## config.mk

```make
export PLATFORM = sky130hd
export DESIGN_NAME = tes_control
export DESIGN_NICKNAME = d
export VERILOG_FILES = /design/src/rtl/tes_pkg.sv /design/src/rtl/tes_control.sv
export SDC_FILE = /design/constraint.sdc
export NUM_CORES = 1
export LEC_CHECK = 0
export ABC_CLOCK_PERIOD_IN_PS = 1900
export BUFFER_PORTS_ARGS = -buffer_cell sky130_fd_sc_hd__buf_2
export CAP_MARGIN = 5
export CORE_AREA = 2 2 39 41
export DETAILED_ROUTE_END_ITERATION = 6
export DIE_AREA = 0 0 41 43
export PLACE_DENSITY_LB_ADDON = 0.1
export SLEW_MARGIN = 20
export SYNTH_ARGS = -nofsm -noshare
export SYNTH_HDL_FRONTEND = slang
export SYNTH_SLANG_ARGS = --single-unit
```

## constraint.sdc

```tcl
create_clock -name clock -period 1.9 [get_ports clock]
set_input_delay 0.19 -clock clock [delete_from_list [all_inputs] [get_ports clock]]
set_output_delay 0.19 -clock clock [all_outputs]
set_load 0.01 [all_outputs]
```

## src/rtl/tes_pkg.sv

```systemverilog
// Shared constants, types and state encoding for the trace event statistics core.
`default_nettype none
package tes_pkg;

   localparam int ID_BITS_DEF    = 16;
   localparam int COUNT_BITS_DEF = 32;
   localparam int WIDE_BITS      = 64;

   localparam int NUM_KINDS  = 7;
   localparam int NUM_SCOPES = 3;
   localparam int NUM_MAPS   = 4;
   localparam int NUM_STATS  = 14;

   localparam int KIND_BITS     = 3;
   localparam int SCOPE_BITS    = 3;
   localparam int ID_FIELD_BITS = 16;
   localparam int INDEX_BITS    = 4;
   localparam int STAT_BITS     = 32;
   localparam int DIST_BITS     = 17;

   localparam int ROW_BITS     = 64;
   localparam int ROW_OFF_BITS = 6;

   localparam int REQ_DATA_BITS = 72;
   localparam int RSP_DATA_BITS = 40;

   localparam logic OP_RECORD = 1'b0;
   localparam logic OP_REPORT = 1'b1;

   localparam logic [KIND_BITS-1:0] KIND_MON_STATE = 3'd2;
   localparam logic [KIND_BITS-1:0] KIND_INVALID   = 3'd7;

   localparam int SCOPE_UNKNOWN = 0;
   localparam int SCOPE_SIM     = 1;
   localparam int SCOPE_NODE    = 2;

   localparam int MAP_NODES = 0;

   localparam logic [INDEX_BITS-1:0] STAT_FIRST_SCOPE = 4'd7;
   localparam logic [INDEX_BITS-1:0] STAT_FIRST_DIST  = 4'd10;
   localparam logic [INDEX_BITS-1:0] STAT_LAST        = 4'd13;

   typedef enum logic [1:0] {
      ST_CLEAR,
      ST_IDLE,
      ST_UPDATE,
      ST_REPORT
   } tes_state_type;

   typedef struct packed {
      logic clear_step;
      logic capture;
      logic update;
      logic rep_start;
      logic rep_load;
   } tes_cmd_type;

   typedef struct packed {
      logic clear_last;
      logic rep_last;
      logic rsp_valid;
   } tes_status_type;

endpackage
`default_nettype wire

```

## src/rtl/tes_control.sv

```systemverilog
// Controller: clear sweep after reset, event accept and update, report sequencing.
`default_nettype none
module tes_control (
   input  wire logic                    clock,
   input  wire logic                    reset,
   input  wire logic                    req_valid,
   input  wire logic                    req_op,
   input  wire logic                    req_kind_ok,
   input  wire logic                    rsp_ready,
   input  wire tes_pkg::tes_status_type status,
   output      tes_pkg::tes_cmd_type    cmd,
   output      logic                    req_ready
);
   import tes_pkg::*;

   tes_state_type state_ff;
   tes_state_type state_in;
   logic          out_free;

   assign out_free = !status.rsp_valid || rsp_ready;

   always_comb begin
      state_in = state_ff;
      case (state_ff)
         ST_CLEAR: begin
            if (status.clear_last) begin
               state_in = ST_IDLE;
            end
         end
         ST_IDLE: begin
            if (req_valid) begin
               if (req_op == OP_REPORT) begin
                  state_in = ST_REPORT;
               end else if (req_kind_ok) begin
                  state_in = ST_UPDATE;
               end
            end
         end
         ST_UPDATE: begin
            state_in = ST_IDLE;
         end
         ST_REPORT: begin
            if (out_free && status.rep_last) begin
               state_in = ST_IDLE;
            end
         end
         default: begin
            state_in = ST_CLEAR;
         end
      endcase
   end

   always_ff @(posedge clock) begin
      if (reset) begin
         state_ff <= ST_CLEAR;
      end else begin
         state_ff <= state_in;
      end
   end

   always_comb begin
      cmd       = '0;
      req_ready = 1'b0;
      case (state_ff)
         ST_CLEAR: begin
            cmd.clear_step = 1'b1;
         end
         ST_IDLE: begin
            req_ready = 1'b1;
            if (req_valid) begin
               cmd.rep_start = (req_op == OP_REPORT);
               cmd.capture   = (req_op == OP_RECORD) && req_kind_ok;
            end
         end
         ST_UPDATE: begin
            cmd.update = 1'b1;
         end
         ST_REPORT: begin
            cmd.rep_load = out_free;
         end
         default: begin
            cmd = '0;
         end
      endcase
   end

endmodule
`default_nettype wire

```

==> results.md <==
- Status: completed
- Critical path class: reg2out
- Clock Latency Late Sink: between 0.2 and 0.25 ns
- Fmax: approximately 700 MHz
- Final setup fails: 0
- Yosys warns: 0
- Post-cts repair resize count: 0
- Setup TNS: 0 ns
- GR Util All Layers: approximately 5.0%
- P_sw: ~40 µW
- Area grow syn2layout: 92.8%
- Port Buffers: 14
- Flop2flop setup slack: around 0.66 ns
- Slew Viols, Final: 0
- CP Max Fanout: 8
- Dpl cells: 45
- Die height: 43 µm
- Most common cell after layout, fill and taps aside: buf_2
- Vias per cell: approximately 3.6
- Ant. Diodes: 0
- DRC: 0
- Layout Cells excl Fill: 48
- Startpoint type of the worst setup path: flop
- Seq pwr share: 28.8%
- Core Area: 1380 µm²
- GP Congestion: between 0.5 and 0.6
- Pin count of the biggest net entering global routing: 9
- Hold/Removal Path Class: in2reg
- Cts hold-fix bufs: 0
- Int Power: approximately 130 µW
- Worst-path clk slew: around 0.030 ns
- Global-route wire length before repair: 545 µm
- Mean post-synth cell area: around 8.1 µm²
- Relative slew slack: between 80% and 90%
- VDD IR-drop max: between 0.1 and 0.15 mV
- Top Registers: state_ff (2)
- Leakage: between 0.0001 and 0.00015 µW
- WP data arrival: roughly 1.2 ns
- Worst Reg-to-Reg Cells: 3
- WHS Path Cells: 2
- TritonCTS Buffers: 3
- Mapped cell area: approximately 120 µm²
- Gate power share: 17.1%
- Largest register FFs: 2
- H-tree levels: 1
- Power Total: roughly 170 µW
- Final net count: 43
- # IOs: 15
- Sw frac: between 20% and 30%
- Max_cap viols: 0
- Final hold slack: 0.161 ns
- Crit path capture type: primary output
- RSZ-0062 raised after global routing: false
- Initial antenna violation count: 0
- Clock Power Share: a little over half
- # fillers: between 150 and 200
- Final hold vios: 0
- Yosys reg bits: 2
- Antenna viol nets, final: 0
- Drt first pass iters: 2
- Drt total wl: 415 µm
- Layout cell share with drive strength beyond 1: between 50% and 60%
- Post-synth cell types: 10
- CP required: about 1.7 ns
- Clk root buf: clkbuf_4
- Vias: 171
- Starting Density: slightly below 9%
- Fin crit share: between 70% and 80%
- Slew @ Worst Pin: 0.228 ns
- Most frequent cells in the layout: 14 x buf_2, 3 x nor3_1, 3 x clkbuf_4
- Fin crit period: roughly 1.4 ns
- Rows: 14
- Vias in the first global route: between 150 and 200
- Postcts setup bufs: 0
- Top reg by flops: state_ff
- Clock Sinks: 2
- Power Density: about 720 nW/µm²
- Die width: about 41 µm
- Congestion Overflow GR: 0
- DRT iter0 DRCs: 1
- Synthesized net count: 24
- Cells after synthesis: 15
- CTS tree: done
- CTS max path bufs: 2
- Clk_skew: around 0.0009 ns
- Post-DR wirelength/cell: 8.65 µm
- Post-synthesis sequential area ratio: 33.0%
- Die area: between 1500 and 2000 µm²
-- power groups by stage --
stage	registers (µW)	clock network, µW	logic [µW]
final	48.9	91.7	29.0
after global routing	49.7	97.8	31.4
after CTS	49.2	99.1	29.2
after detailed placement	49.8	0	29.0
after global placement	49.8	0	28.6
after floorplan	48.2	0	13.1
-- layout make-up --
type | instances | area (µm²) | area share, %
multi-input combinational | 13 | 81.3 | 34.8
timing repair buffer | 14 | 70.1 | 29.9
sequential | 2 | 40.0 | 17.1
clock buffer | 3 | 22.5 | 9.63
tap | 16 | 20.0 | 8.56
-- synth_stat cells --
| library cell | n | share of area, % |
|---|---|---|
| nor2_1 | 2 | 6.2 |
| nand2b_1 | 1 | 5.2 |
| and3_1 | 2 | 10 |
| nor3_1 | 3 | 12 |
| dfxtp_1 | 2 | 33 |
| a31oi_1 | 1 | 5.2 |
| nor2b_1 | 1 | 5.2 |
| or4b_1 | 1 | 8.2 |
| and2b_1 | 1 | 6.2 |
| and4b_1 | 1 | 8.2 |
-- cell families after synthesis --
| logic type | Yosys count | synth area share (%) |
|---|---|---|
| compound gates | 1 | 5.16 |
| simple gates | 12 | 61.9 |
| flops | 2 | 33.0 |
-- per-layer routing --
metal  GRT usage [%]  vias up  part of all wire, %
met5               0        -                    0
met4            8.00        0                    0
met3           0.524        0                   13
met2            6.56       11                   45
met1            5.10       69                   42
li1                -       91                    -
-- path summary, 6_finish.rpt --
kind,startpoint,endpoint
setup / recovery,state_ff[1],cmd[3]
hold / removal,status[1],state_ff[1]
setup reg to reg,state_ff[1],state_ff[1]
hold reg to reg,state_ff[1],state_ff[1]
-- critical path, cell delays in order, from the launching register on --
cell	delay [ns]
dfxtp_1	0.43
and2b_1	0.23
and4b_1	0.20
buf_2	0.14
-- metrics by stage --
step / utilization, % / worst slack (ns) / instance area [µm²]
6_report: 16.9 / 0.495 / 234
5_1_grt: 16.9 / 0.432 / 234
2_1_floorplan: - / 0.763 / 121
4_1_cts: 16.9 / 0.469 / 234
3_5_place_dp: 15.3 / 0.637 / 211
3_3_place_gp: 15.3 / 0.642 / 211
Note: power is estimated with default switching activity, not from simulation.
